$ cat src/hw/rtl/rmss_pkg.sv
// ----------------------------------------------------------------------------
// rmss_pkg
// Shared types and constants of the running mean, stddev and skewness block.
// ----------------------------------------------------------------------------
package rmss_pkg;

	localparam int CHANNELS_DEF   = 8;
	localparam int COUNT_BITS_DEF = 16;

	// configuration register indexes
	localparam logic [1:0] REG_ENABLE_MEAN     = 2'd0;
	localparam logic [1:0] REG_ENABLE_STDDEV   = 2'd1;
	localparam logic [1:0] REG_ENABLE_SKEWNESS = 2'd2;
	localparam logic [1:0] REG_CLEAR_PER_TICK  = 2'd3;

	// statistic kinds
	localparam logic [1:0] KIND_MEAN     = 2'd0;
	localparam logic [1:0] KIND_STDDEV   = 2'd1;
	localparam logic [1:0] KIND_SKEWNESS = 2'd2;

	typedef struct packed {
		logic [2:0]         channel;
		logic signed [15:0] sample;
		logic               restart;
		logic               report;
	} sample_item_t;

	typedef struct packed {
		logic [2:0]         out_channel;
		logic [1:0]         kind;
		logic signed [31:0] value;
		logic               last;
		logic               overflow;
	} stat_item_t;

	// control of the shared multiply-accumulate unit
	typedef struct packed {
		logic valid;
		logic clr;
		logic sub;
		logic hi;
	} mac_ctrl_t;

	typedef enum logic {
		DU_DIV,
		DU_SQRT
	} du_op_t;

	typedef struct packed {
		logic   start;
		du_op_t op;
	} du_req_t;

endpackage

$ cat src/hw/rtl/rmss_mac.sv
// ----------------------------------------------------------------------------
// rmss_mac
// Shared 32x32 multiplier with a 128-bit add/subtract accumulator.
// ----------------------------------------------------------------------------
module rmss_mac import rmss_pkg::*; (
	input  logic         clk,
	input  logic         arst_n,
	input  mac_ctrl_t    ctrl,
	input  logic [31:0]  a,
	input  logic [31:0]  b,
	output logic [127:0] acc
);

	mac_ctrl_t    ctrl_s1;
	logic [63:0]  prod_s1;
	logic [127:0] acc_q;
	logic [127:0] base;
	logic [127:0] term;

	always_ff @(posedge clk or negedge arst_n) begin
		if (!arst_n) begin
			ctrl_s1 <= '0;
		end else begin
			ctrl_s1 <= ctrl;
		end
	end

	always_ff @(posedge clk) begin
		prod_s1 <= a * b;
		if (ctrl_s1.valid) begin
			acc_q <= ctrl_s1.sub ? base - term : base + term;
		end
	end

	always_comb begin
		base = ctrl_s1.clr ? 128'd0 : acc_q;
		term = ctrl_s1.hi ? {32'd0, prod_s1, 32'd0} : {64'd0, prod_s1};
	end

	assign acc = acc_q;

endmodule

$ cat config.mk
export PLATFORM = sky130hd
export DESIGN_NAME = rmss_mac
export DESIGN_NICKNAME = d
export VERILOG_FILES = /design/src/hw/rtl/rmss_pkg.sv /design/src/hw/rtl/rmss_mac.sv
export SDC_FILE = /design/constraint.sdc
export NUM_CORES = 2
export LEC_CHECK = 0
export BUFFER_PORTS_ARGS = -buffer_cell sky130_fd_sc_hd__buf_4
export CORE_UTILIZATION = 40
export DETAILED_ROUTE_END_ITERATION = 16
export HOLD_SLACK_MARGIN = 0.03
export SYNTH_ARGS = -nofsm -noshare
export SYNTH_HDL_FRONTEND = slang
export SYNTH_SLANG_ARGS = --single-unit
$ cat constraint.sdc
create_clock -name clk -period 7.8 [get_ports clk]
set_clock_uncertainty 0.05 [all_clocks]
set_input_delay 0.39 -clock clk [delete_from_list [all_inputs] [get_ports clk]]
set_output_delay 0.39 -clock clk [all_outputs]
set_load 0.005 [all_outputs]
### Word-level counts from Yosys, hierarchy flattened

Index checks and enable logic that the tools add are counted.

| word-level totals | value |
|---|---|
| bits in registers | 196 |
| bits of input ports | 70 |
| output and inout bits | 128 |
| logic and storage cells | 12 |

| cells by class | value |
|---|---|
| $add $sub $neg | 2 |
| $mul | 1 |
| muxes and demuxes | 3 |

Operator list:

| kind | count |
|---|---|
| 128-bit two-way mux | 2 |
| 128-bit adder | 1 |
| 128-bit subtractor | 1 |
| 96-bit two-way mux | 1 |
| 32-bit by 32-bit multiplier with 64-bit output | 1 |

### Logic depth before layout (Yosys ltp)

| depth | value |
|---|---|
| depth after elaboration | 3 |
| depth in mapped cells | 33 |
| mapped depth without buffers | 29 |

### Worst setup path before layout

OpenSTA, ideal clock, no wires.

| timing path | value |
|---|---|
| kind | in2reg |
| start point | in b[2] |
| end point | reg prod_s1[58] |
| library setup time | 130 ps |
| data arrival time | 7135 ps |
| data required time | 7620 ps |
| path slack | 485 ps |
| stages | 26 |
| buffers on the path | 2 |
| cells stage by stage | clkbuf_1 and2_1 fa_1 inv_1 fa_1 fa_1 fa_1 inv_1 fa_1 fa_1 fa_1 inv_1 fa_1 inv_1 ha_1 clkbuf_1 a21oi_1 o21ai_0 a21oi_1 o221ai_1 a31oi_1 o21a_1 o41ai_2 a2111oi_0 o21bai_1 xor2_1 |

| on the way | value |
|---|---|
| word-level cells in the longest chain between the ends | 1 |

RTL lines:

| what | line | text |
|---|---|---|
| start: declaration | rmss_mac.sv:10 | `input logic [31:0] b,` |
| 32-bit by 32-bit multiplier with 64-bit output | rmss_mac.sv:29 | `prod_s1 <= a * b;` |
| end signal: assignment | rmss_mac.sv:29 |  |
| end: declaration | rmss_mac.sv:15 | `logic [63:0] prod_s1;` |

Every way passes these cells.
A chain may end at the register's enable or synchronous reset.

### Final worst setup path

| timing path | value |
|---|---|
| start point | in b[2] |
| end point | reg prod_s1[53] |

The elaborated chain is that of the path after synthesis.

==> summary.txt <==
outcome: complete, no violations
highest clock rate: 136 MHz
Syn Std Cell Area: 0.0519 mm2
CTS buffer count: 17
Final HPWL DP: 143,000 um
Seq/Total Area, Yosys: 10.1%
Sink Count: 196
final slew viol count: 0
largest net degree at the start of global routing: 82
most used cell along the critical path: fa_1
root buffer cell: clkbuf_16
Critical Path Source Type: primary input
RSZ-0062 raised after global routing: no
initial DRC count: 3,070
Die Span X: 362 um
Max-Cap Viols: 0
synthesized instance count: 6,039
Final min period: 7.36 ns
Setup crit end kind: register
top post-synthesis cells by area: fa_1 35%, ha_1 9.4%, edfxtp_1 7.4%
PortBufs: 197
Worst-Skew Late Latency: 0.51 ns
H-tree levels: 4
layout cells sized above 1: 7.90%
total inserted antenna cells: 0
reg-to-reg startpoint: ctrl_s1[0]
Synth top area share: 34.6%
CP max FO: 5
routed wire length: 170,000 um
core box area: 0.128 mm2
Hold Path Class: primary input to async pin
CP Class: primary input to register
routability congestion estimate: 0.982
Synthesis Warnings: 0
Yosys reg bits: 196
Avg Vias per Cell: 5.43
FF-to-FF End: acc[124]
Synth-to-Final Area Change: 8.45%
vias in the first global route: 44.2k
total grt overflow: 0
commonest cells after routing, fill and taps aside: 915 x inv_1, 897 x fa_1, 687 x nand2_1
worst slew pin tran: 0.913 ns
antenna violations before repair: 1
CTS tree: yes
Synth cell types: 98
remaining antenna violation count: 0
Fin. Hold Viols: 0
Crit path required time: 8.13 ns
die extent in y: 362 um
post-CTS setup buffer count: 0
Mapped Nets: 7,397
slew margin rel.: 39.1%
Post-synth EDFFs: 128
drt drc: 0
Primary FF master, synth: edfxtp_1
endpoints failing setup: 0
Final Cycle Share: 94.4%
ys async rst share: 2.04%
FP Rows: 131
Crit path buffers/inverters: 7
final core utilization: 43.9%
most common cell after layout, fill and taps aside: inv_1
initial core utilization: 40.5%
maximum clock insertion buffer count: 2
Nets: 7,444
I/O Pins: 198
reg2reg path depth: 20
Vias: 42.5k
cell taking the most area after synthesis: fa_1
clock slew at reported path FFs: 0.08 ns
Worst path max stage delay: 0.59 ns
first-pass GRT wire length: 264,000 um
Die ar.: 0.131 mm2
Slowest cell on crit path: fa_1
DR WL/cell: 21.7 um
mean area per synthesized cell: 8.60 um2
FF-to-FF setup slack: 0.50 ns
Tot GR Track Use: 26.1%
hold_ws: 0.166 ns
drt pass-1 iters: 6
delay-heaviest family, CP: adder cells
Worst EP arrival: 7.69 ns
-- layout make-up --
class	count	area [um2]
fill	12900	71800
multi-input combinational	4566	41900
inverter	915	3430
clock buffer	18	439
sequential	196	5240
clock inverter	14	150
tap	1729	2160
timing repair buffer	390	3020
-- how the worst max path moves through the flow --
stage,startpoint,endpoint,slack (ns),cells past startpoint
2_1_floorplan,b[2],prod_s1[58],0.49,26
3_3_place_gp,b[2],prod_s1[53],-0.08,28
3_5_place_dp,b[2],prod_s1[53],-0.06,28
4_1_cts,b[2],prod_s1[53],0.50,28
5_1_grt,ctrl_s1[0],acc[124],0.11,21
6_report,b[2],prod_s1[53],0.44,28
-- kinds of logic after synthesis --
logic type | count (synthesis) | share of synthesized area, %
and+or+nand+nor | 2045 | 20.2
buffers and inverters | 1277 | 9.34
DFF | 196 | 10.1
adders and majority gates | 1288 | 44.0
AOI/OAI and AO/OA | 959 | 11.7
muxes | 28 | 0.544
xor gates and xnor gates | 246 | 4.16
-- worst reg2reg max path: stages, from the launching register on --
cell and delay, ns:
dfrtp_4 0.61, buf_12 0.27, o32ai_1 0.57, nand4_1 0.31
or2_2 0.41, nor4_4 0.46, nand2_1 0.17, a21oi_1 0.23
a21oi_1 0.18, xor2_1 0.24, ha_1 0.51, nand4_1 0.21
nor2_1 0.30, nand4_1 0.13, or3_1 0.36, o221ai_1 0.48
a311oi_2 0.25, o31ai_2 0.47, a21boi_1 0.26, o41ai_1 0.46
xor2_1 0.13
-- state kept, by name, summed over array words and instances (netlist names) --
signal   flops
acc        128
ctrl_s1      4
prod_s1     64
-- cell usage after synthesis, types with 52 or more instances --
| library cell | n |
|---|---|
| inv_1 | 915 |
| and2_1 | 608 |
| a21o_1 | 122 |
| o21bai_1 | 52 |
| nor3_1 | 72 |
| fa_1 | 897 |
| dfxtp_1 | 64 |
| xor2_1 | 124 |
| nor2_1 | 245 |
| nor2b_1 | 162 |
| nand2_1 | 687 |
| o21ai_0 | 191 |
| nand4_1 | 89 |
| xnor2_1 | 121 |
| a21oi_1 | 339 |
| edfxtp_1 | 128 |
| ha_1 | 391 |
| clkbuf_1 | 339 |
-- per-stage QoR --
step | setup WS, ns | cells | TNS, ns | area (um2)
2_1_floorplan | 0.485 | 6039 | 0 | 51900
3_3_place_gp | -0.0816 | 7791 | -0.222 | 55700
3_5_place_dp | -0.0572 | 7791 | -0.101 | 55700
4_1_cts | 0.496 | 7828 | 0 | 56300
5_1_grt | 0.114 | 7828 | 0 | 56300
6_report | 0.440 | 7828 | 0 | 56300
-- per-layer routing --
metal	routed length, um	track usage [%]	vias up
li1	-	-	19300
met1	75400	35.9	21500
met2	79500	43.3	1444
met3	9500	2.51	223
met4	5280	8.04	0
met5	0	0	-
-- repair_timing --
| action | 4_1_cts | 5_1_grt |
|---|---|---|
| resized for setup | 0 | 1 |
| setup endpoints to repair | 0 | 1 |
| hold endpoints to repair | 8 | 0 |
| hold buffers | 5 | 0 |
Power is left out: the tool's default activity adds up to more than one toggle a clock period on the data nets, which glitch-free logic cannot reach.
