### src/hw/rtl/rmss_pkg.sv
// ----------------------------------------------------------------------------
// rmss_pkg
// Shared types and constants of the running mean, stddev and skewness block.
// ----------------------------------------------------------------------------
package rmss_pkg;

	localparam int CHANNELS_DEF   = 8;
	localparam int COUNT_BITS_DEF = 16;

	// configuration register indexes
	localparam logic [1:0] REG_ENABLE_MEAN     = 2'd0;
	localparam logic [1:0] REG_ENABLE_STDDEV   = 2'd1;
	localparam logic [1:0] REG_ENABLE_SKEWNESS = 2'd2;
	localparam logic [1:0] REG_CLEAR_PER_TICK  = 2'd3;

	// statistic kinds
	localparam logic [1:0] KIND_MEAN     = 2'd0;
	localparam logic [1:0] KIND_STDDEV   = 2'd1;
	localparam logic [1:0] KIND_SKEWNESS = 2'd2;

	typedef struct packed {
		logic [2:0]         channel;
		logic signed [15:0] sample;
		logic               restart;
		logic               report;
	} sample_item_t;

	typedef struct packed {
		logic [2:0]         out_channel;
		logic [1:0]         kind;
		logic signed [31:0] value;
		logic               last;
		logic               overflow;
	} stat_item_t;

	// control of the shared multiply-accumulate unit
	typedef struct packed {
		logic valid;
		logic clr;
		logic sub;
		logic hi;
	} mac_ctrl_t;

	typedef enum logic {
		DU_DIV,
		DU_SQRT
	} du_op_t;

	typedef struct packed {
		logic   start;
		du_op_t op;
	} du_req_t;

endpackage

### src/hw/rtl/rmss_du.sv
// ----------------------------------------------------------------------------
// rmss_du
// Iterative unit: 128-bit restoring divide or 64-bit floor square root,
// one bit or one root digit per cycle.
// ----------------------------------------------------------------------------
module rmss_du import rmss_pkg::*; (
	input  logic         clk,
	input  logic         arst_n,
	input  du_req_t      req,
	input  logic [127:0] num,
	input  logic [127:0] den,
	output logic         busy,
	output logic [127:0] result
);

	typedef enum logic {
		ST_IDLE,
		ST_RUN
	} state_t;

	state_t       state_q;
	du_op_t       op_q;
	logic [6:0]   cnt_q;
	logic [127:0] num_q;
	logic [127:0] den_q;
	logic [128:0] rem_q;
	logic [127:0] quo_q;

	logic [128:0] rem_sh;
	logic         ge;
	logic [128:0] rem_d;
	logic [63:0]  rb;
	logic         sge;

	always_comb begin
		rem_sh = {rem_q[127:0], num_q[127]};
		ge     = rem_sh >= {1'b0, den_q};
		rem_d  = ge ? rem_sh - {1'b0, den_q} : rem_sh;
		rb     = quo_q[63:0] + den_q[63:0];
		sge    = rem_q[63:0] >= rb;
	end

	always_ff @(posedge clk or negedge arst_n) begin
		if (!arst_n) begin
			state_q <= ST_IDLE;
			cnt_q   <= '0;
		end else begin
			case (state_q)
				ST_IDLE: begin
					if (req.start) begin
						op_q    <= req.op;
						quo_q   <= '0;
						state_q <= ST_RUN;
						if (req.op == DU_DIV) begin
							num_q <= num;
							den_q <= den;
							rem_q <= '0;
							cnt_q <= 7'd127;
						end else begin
							rem_q <= {65'd0, num[63:0]};
							den_q <= {64'd0, 64'h4000_0000_0000_0000};
							cnt_q <= 7'd31;
						end
					end
				end
				ST_RUN: begin
					if (op_q == DU_DIV) begin
						rem_q <= rem_d;
						num_q <= {num_q[126:0], 1'b0};
						quo_q <= {quo_q[126:0], ge};
					end else begin
						// one root digit per step
						if (sge) begin
							rem_q[63:0] <= rem_q[63:0] - rb;
							quo_q[63:0] <= {1'b0, quo_q[63:1]} + den_q[63:0];
						end else begin
							quo_q[63:0] <= {1'b0, quo_q[63:1]};
						end
						den_q[63:0] <= {2'b00, den_q[63:2]};
					end
					if (cnt_q == 7'd0) begin
						state_q <= ST_IDLE;
					end else begin
						cnt_q <= cnt_q - 7'd1;
					end
				end
				default: state_q <= ST_IDLE;
			endcase
		end
	end

	assign busy   = (state_q == ST_RUN);
	assign result = quo_q;

endmodule

### config.mk
export PLATFORM = sky130hd
export DESIGN_NAME = rmss_du
export DESIGN_NICKNAME = d
export VERILOG_FILES = /design/src/hw/rtl/rmss_pkg.sv /design/src/hw/rtl/rmss_du.sv
export SDC_FILE = /design/constraint.sdc
export NUM_CORES = 2
export LEC_CHECK = 0
export ABC_CLOCK_PERIOD_IN_PS = 27100
export BUFFER_PORTS_ARGS = -buffer_cell sky130_fd_sc_hd__buf_4
export CORE_MARGIN = 2
export CORE_UTILIZATION = 55
export CTS_BUF_LIST = sky130_fd_sc_hd__clkbuf_2 sky130_fd_sc_hd__clkbuf_4 sky130_fd_sc_hd__clkbuf_8
export CTS_CLUSTER_SIZE = 25
export DETAILED_ROUTE_END_ITERATION = 10
export PLACE_DENSITY = 0.72
export SLEW_MARGIN = 10
export SYNTH_ARGS = -nofsm -noshare
export SYNTH_HDL_FRONTEND = slang
export SYNTH_SLANG_ARGS = --single-unit
### constraint.sdc
create_clock -name clk -period 27.1 [get_ports clk]
set_clock_uncertainty 0.05 [all_clocks]
set_input_delay 1.355 -clock clk [delete_from_list [all_inputs] [get_ports clk]]
set_output_delay 1.355 -clock clk [all_outputs]
set_load 0.01 [all_outputs]
======== Yosys cells after proc, flatten, opt, wreduce, memory -nomap -nowiden ========
Cells that the tools add are included.
cells by class
  mux-type cells .......................... 27
  eq/ne operators ......................... 6
  bitwise logic cells ..................... 1
  $add $sub $neg .......................... 5
  $lt $le $gt $ge ......................... 2
  reductions and logical operators ........ 8
operators with widths
  cell                 count
  $mux 128             6
  $pmux 128 s2         3
  $mux 64              10
  $ge 129x128->1       1
  $pmux 64 s2          1
  $sub 128x128->128    1
  $add 63x64->64       1
  $add 64x64->64       1
  $ge 64x64->1         1
  $sub 64x64->64       1
  $mux 7               3
  $pmux 7 s2           1
  $reduce_and 3->1     4
  $ne 2x2->1 const B   4
  $logic_not 7->1      1
  $sub 7x1->7 const B  1
  $reduce_and 2->1     2
  $reduce_and 4->1     1
  $ne 3x2->1 const B   1
  $mux 1               2
  $ne 2x1->1 const B   1
  $pmux 1 s2           1
  $not 1->1            1
word-level totals
  register bits ........................... 521
  bits of input ports ..................... 260
  word-level logic and storage cells ...... 59

======== Logic depth before layout (Yosys ltp) ========
  depth in word-level cells ............... 5
  gate-level depth with buffers ........... 30
  gate-level depth less buffers ........... 28

======== Worst setup path before layout ========
OpenSTA, ideal clock, no wires.
  kind .................................... input port to flip-flop
  from .................................... input req[0] in the netlist's numbering
  to ...................................... register num_q[0], enable pin
  setup slack ............................. 15.773 ns
  library setup time ...................... 0.771 ns
  cell stages on the path ................. 4
  buffers on the path ..................... 1
  required time ........................... 26.279 ns
  arrival time ............................ 10.505 ns
  path through ............................ inv_1 > nor2_1 > clkbuf_1 > nor3_1
between the ends
  longest elaborated chain between the ends .. 2
RTL lines
  item                               RTL line       source
  start, declared                    rmss_du.sv:9   input du_req_t req,
  $ne 2x2->1 (no source line)        --
  $reduce_and 4->1 (no source line)  --
  end signal, assigned               rmss_du.sv:55  num_q <= num;
  end signal, assigned               rmss_du.sv:69  num_q <= {num_q[126:0], 1'b0};
  end, declared                      rmss_du.sv:24  logic [127:0] num_q;
Every way passes these cells.
A chain may end at the register's enable or synchronous reset.

======== Worst setup path in the final report ========
  from .................................... register den_q[0]
  to ...................................... register rem_q[21], enable pin
between the ends
  longest elaborated chain between the ends .. 4
RTL lines
  item                               RTL line       source
  start, declared                    rmss_du.sv:25  logic [127:0] den_q;
  start signal, assigned             rmss_du.sv:56  den_q <= den;
  start signal, assigned             rmss_du.sv:61  den_q <= {64'd0, 64'h4000_0000_0000_0000};
  start signal, assigned             rmss_du.sv:79  den_q[63:0] <= {2'b00, den_q[63:2]};
  $add 64x64->64                     rmss_du.sv:39  rb = quo_q[63:0] + den_q[63:0];
  $ge 64x64->1                       rmss_du.sv:40  sge = rem_q[63:0] >= rb;
  $ne 3x2->1 (no source line)        --
  $reduce_and 3->1 (no source line)  --
  end signal, assigned               rmss_du.sv:60  rem_q <= {65'd0, num[63:0]};
  end signal, assigned               rmss_du.sv:68  rem_q <= rem_d;
  end signal, assigned               rmss_du.sv:74  rem_q[63:0] <= rem_q[63:0] - rb;
  end, declared                      rmss_du.sv:26  logic [128:0] rem_q;
Every way passes these cells.

==> impl_metrics.py <==
metrics = {
    "status": {
        "outcome": "finished clean",
    },
    "cts": {
        "clk_pin_slew_ps": 70,
        "clk_latency_ps": 750,
        "post-cts-setup-buffers": 0,
        "cts_max_level": 3,
        "cts-resized-gates": 0,
        "cts_buffer_depth": 3,
        "cts_tree": "yes",
        "cts.sinks": 521,
        "cts_buffers": 92,
        "clockRootBuffer": "clkbuf_8",
        "cts_hold_buf": 0,
    },
    "grt": {
        "grt_overflow": 0,
        "grt_pass1_wl_um": 201000,
        "globalRouteTotalUtil": 0.328,
        "antenna_found_initial": 3,
        "first_global_vias": 34600,
        "grt_max_degree": 183,
    },
    "placement": {
        "dp_hpwl_um": 102000,
        "port_buffers": 388,
        "gp_congestion": 1.00,
        "placedInstanceArea_mm2": 0.0454,
    },
    "floorplan": {
        "die_w_um": 280,
        "start_util": 0.554,
        "io_pins": 389,
        "core_mm2": 0.0757,
        "dieArea_mm2": 0.0785,
        "rows": 101,
        "die_h_um": 280,
    },
    "setup_path": {
        "crit_required_ps": 27380,
        "rr_worst_depth": 29,
        "worst-setup-path-type": "reg -> reg",
        "reg2reg_from": "den_q[0]",
        "crit_top_cell": "o21ai_0",
        "cp_num_buf_inv": 4,
        "r2r_slack_ps": 19370,
        "max_stage_delay_ps": 700,
        "startpoint_type": "flip-flop",
        "path_max_fanout": 64,
        "cp_slowest_cell": "buf_4",
        "r2r-end": "rem_q[21]",
        "end_kind": "flip-flop",
        "path_delay_family": "compound AO/OA/AOI/OAI gates",
        "arrival_ps": 8010,
    },
    "timing": {
        "slew_headroom": 0.151,
        "final.setup.tns_ps": 0,
        "drv_slew": 0,
        "setup-violations-final": 0,
        "post-route-period-util": 0.285,
        "hold_viol": 0,
        "min_period_ps": 7730,
        "fmax_ghz": 0.129,
        "rsz0062_at_grt": "no",
        "worst_pin_slew_ps": 1270,
    },
    "route": {
        "antenna_left": 0,
        "met3_length_um": 11500,
        "vias": 37500,
        "drt-initial-drc-count": 3635,
        "drc": 0,
        "drt-met1-wl_um": 59900,
        "highest_layer": "met5",
        "wl_per_cell_um": 22.3,
        "totalWireLength_um": 133000,
        "met2_length_um": 57500,
        "drt_pass1_iterations": 7,
        "viasPerCell": 6.26,
    },
    "power_and_ir_drop": {
        "intPower_mw": 2.80,
        "vdd.ir_drop.worst_v": 0.0000762,
        "combPwrFrac": 0.626,
        "p_sw_frac": 0.475,
        "power_leakage_nw": 19.5,
        "pwr-share-seq": 0.230,
        "p_clk_frac": 0.144,
        "cellPowerDensity_mw_per_mm2": 113,
        "netSwitchingPower_mw": 2.53,
    },
    "logic_synthesis": {
        "synth_edf_count": 513,
        "yosysWarnings": 0,
        "ys_seq_elements": 521,
        "synth_top_area_cell": "edfxtp_1",
        "synth_top_area_frac": 0.367,
        "syn_nets": 5255,
        "synthArstFlopShare": 0.0154,
        "syn_area_mm2": 0.0420,
        "ys.flop_type": "edfxtp_1",
        "ys_seq_area_frac": 0.372,
        "ys_types": 86,
        "avgSynthCellArea_um2": 8.98,
        "synthCells": 4672,
        "synth.top_cells.by_area": "edfxtp_1, ha_1, a21oi_1, o21ai_0, nand2_1",
    },
    "cells_and_area": {
        "final_nets": 5508,
        "syn_to_final_growth_pct": 12.7,
        "final_common_cell": "a21oi_1",
        "fin_area_mm2": 0.0473,
        "drive_above_1_share": 0.149,
        "final_cell_mix": "a21oi_1, edfxtp_1, nand2_1",
        "n_fill_cell": 6679,
    },
    "job": {
        "cap_violations": 0,
    },
    "min_path": {
        "hp-class": "in -> async",
    },
}
==> state kept, by name, summed over array words and instances, names as in the netlist <==
register,cells
den_q,128
rem_q,128
cnt_q,7
result,128
num_q,128
op_q,1
busy,1
==> metrics by stage <==
step / total power [mW] / hold slack, ps / util / worst slack (ps) / std cells
floorplan: 3.62 / 439 / - / 15770 / 4672
global placement: 4.47 / 461 / 0.599 / 19720 / 5809
detailed placement: 4.46 / 474 / 0.599 / 19560 / 5809
CTS: 5.26 / 310 / 0.625 / 19550 / 5976
global route: 5.68 / 336 / 0.625 / 18890 / 5981
finish: 5.33 / 372 / 0.625 / 19370 / 5981
==> area by class of cell <==
class / instances / area (um^2) / share of cell area
well taps: 978 / 1220 / 0.0259
repair buffers: 418 / 3150 / 0.0666
multi-input cells: 3665 / 24500 / 0.519
inverters: 227 / 855 / 0.0181
clock inverters: 50 / 410 / 0.00868
flip-flops and latches: 521 / 15600 / 0.330
diodes: 5 / 12.5 / 0.000265
clock buffers: 117 / 1500 / 0.0317
==> synthesized netlist by cell type (all sizes together) (7+ instances only) <==
master and instances:
a2111oi 7, and3 33, inv 227, mux2i 24, nor4 16, o2111ai 8, o211ai 23, nor3 54
a211oi 78, a21o 185, a221o 15, nand2b 42, a31oi 54, clkbuf 222, o21ai 355, o31ai 22
a41oi 10, a22oi 40, a21oi 527, o31a 8, edfxtp 513, a21boi 18, o221ai 15, nand4 106
or3 17, dfrtp 8, a221oi 16, buf 37, xnor2 177, nand2 429, nand3 63, and2 85
o21a 28, mux2 132, xor2 127, o21bai 67, a211o 14, and4 13, nor2b 95, nor2 359
ha 319
==> worst reg2reg max path, delay by kind of cell, from the launching register on <==
family                     cells  cell delay (ps)
adders and majority gates      3              870
buffers and inverters          4             1140
DFF                            1              440
AOI/OAI and AO/OA             15             3120
xor gates and xnor gates       1              110
and+or+nand+nor                6             1460
==> worst max path at each step <==
stage	cells past startpoint	slack, ps	to	from
final	29	19370	rem_q[21]	den_q[0]
after global routing	26	18890	result[22]	result[6]
after CTS	26	19550	rem_q[21]	result[6]
after detailed placement	26	19560	rem_q[1]	result[6]
after global placement	26	19720	result[22]	result[6]
after floorplan	4	15770	num_q[0]	req[0]
==> kinds of logic (layout without fill, tap and decap cells) <==
kind of cell	after synthesis	count (layout)	share of synthesized area
flops	521	521	0.372
buf+inv	486	812	0.0452
mux	156	156	0.0411
fa+ha+maj	323	323	0.0970
xor+xnor	304	304	0.0634
other cells	0	5	0
compound gates	1550	1550	0.232
simple gates	1332	1332	0.150
==> layer usage <==
metal,vias to the layer above,global-route usage
met5,-,0
met4,2,0.105
met3,232,0.0460
met2,1579,0.496
met1,17900,0.483
li1,17800,-
==> power by group through the flow <==
| stage | clock network (mW) | registers [mW] | logic, mW |
|---|---|---|---|
| after global routing | 0.815 | 1.23 | 3.64 |
| after detailed placement | 0 | 1.23 | 3.23 |
| after CTS | 0.783 | 1.21 | 3.26 |
| after global placement | 0 | 1.23 | 3.24 |
| final | 0.770 | 1.22 | 3.34 |
| after floorplan | 0 | 1.18 | 2.44 |
No activity file was read; power rests on OpenSTA's default activity.
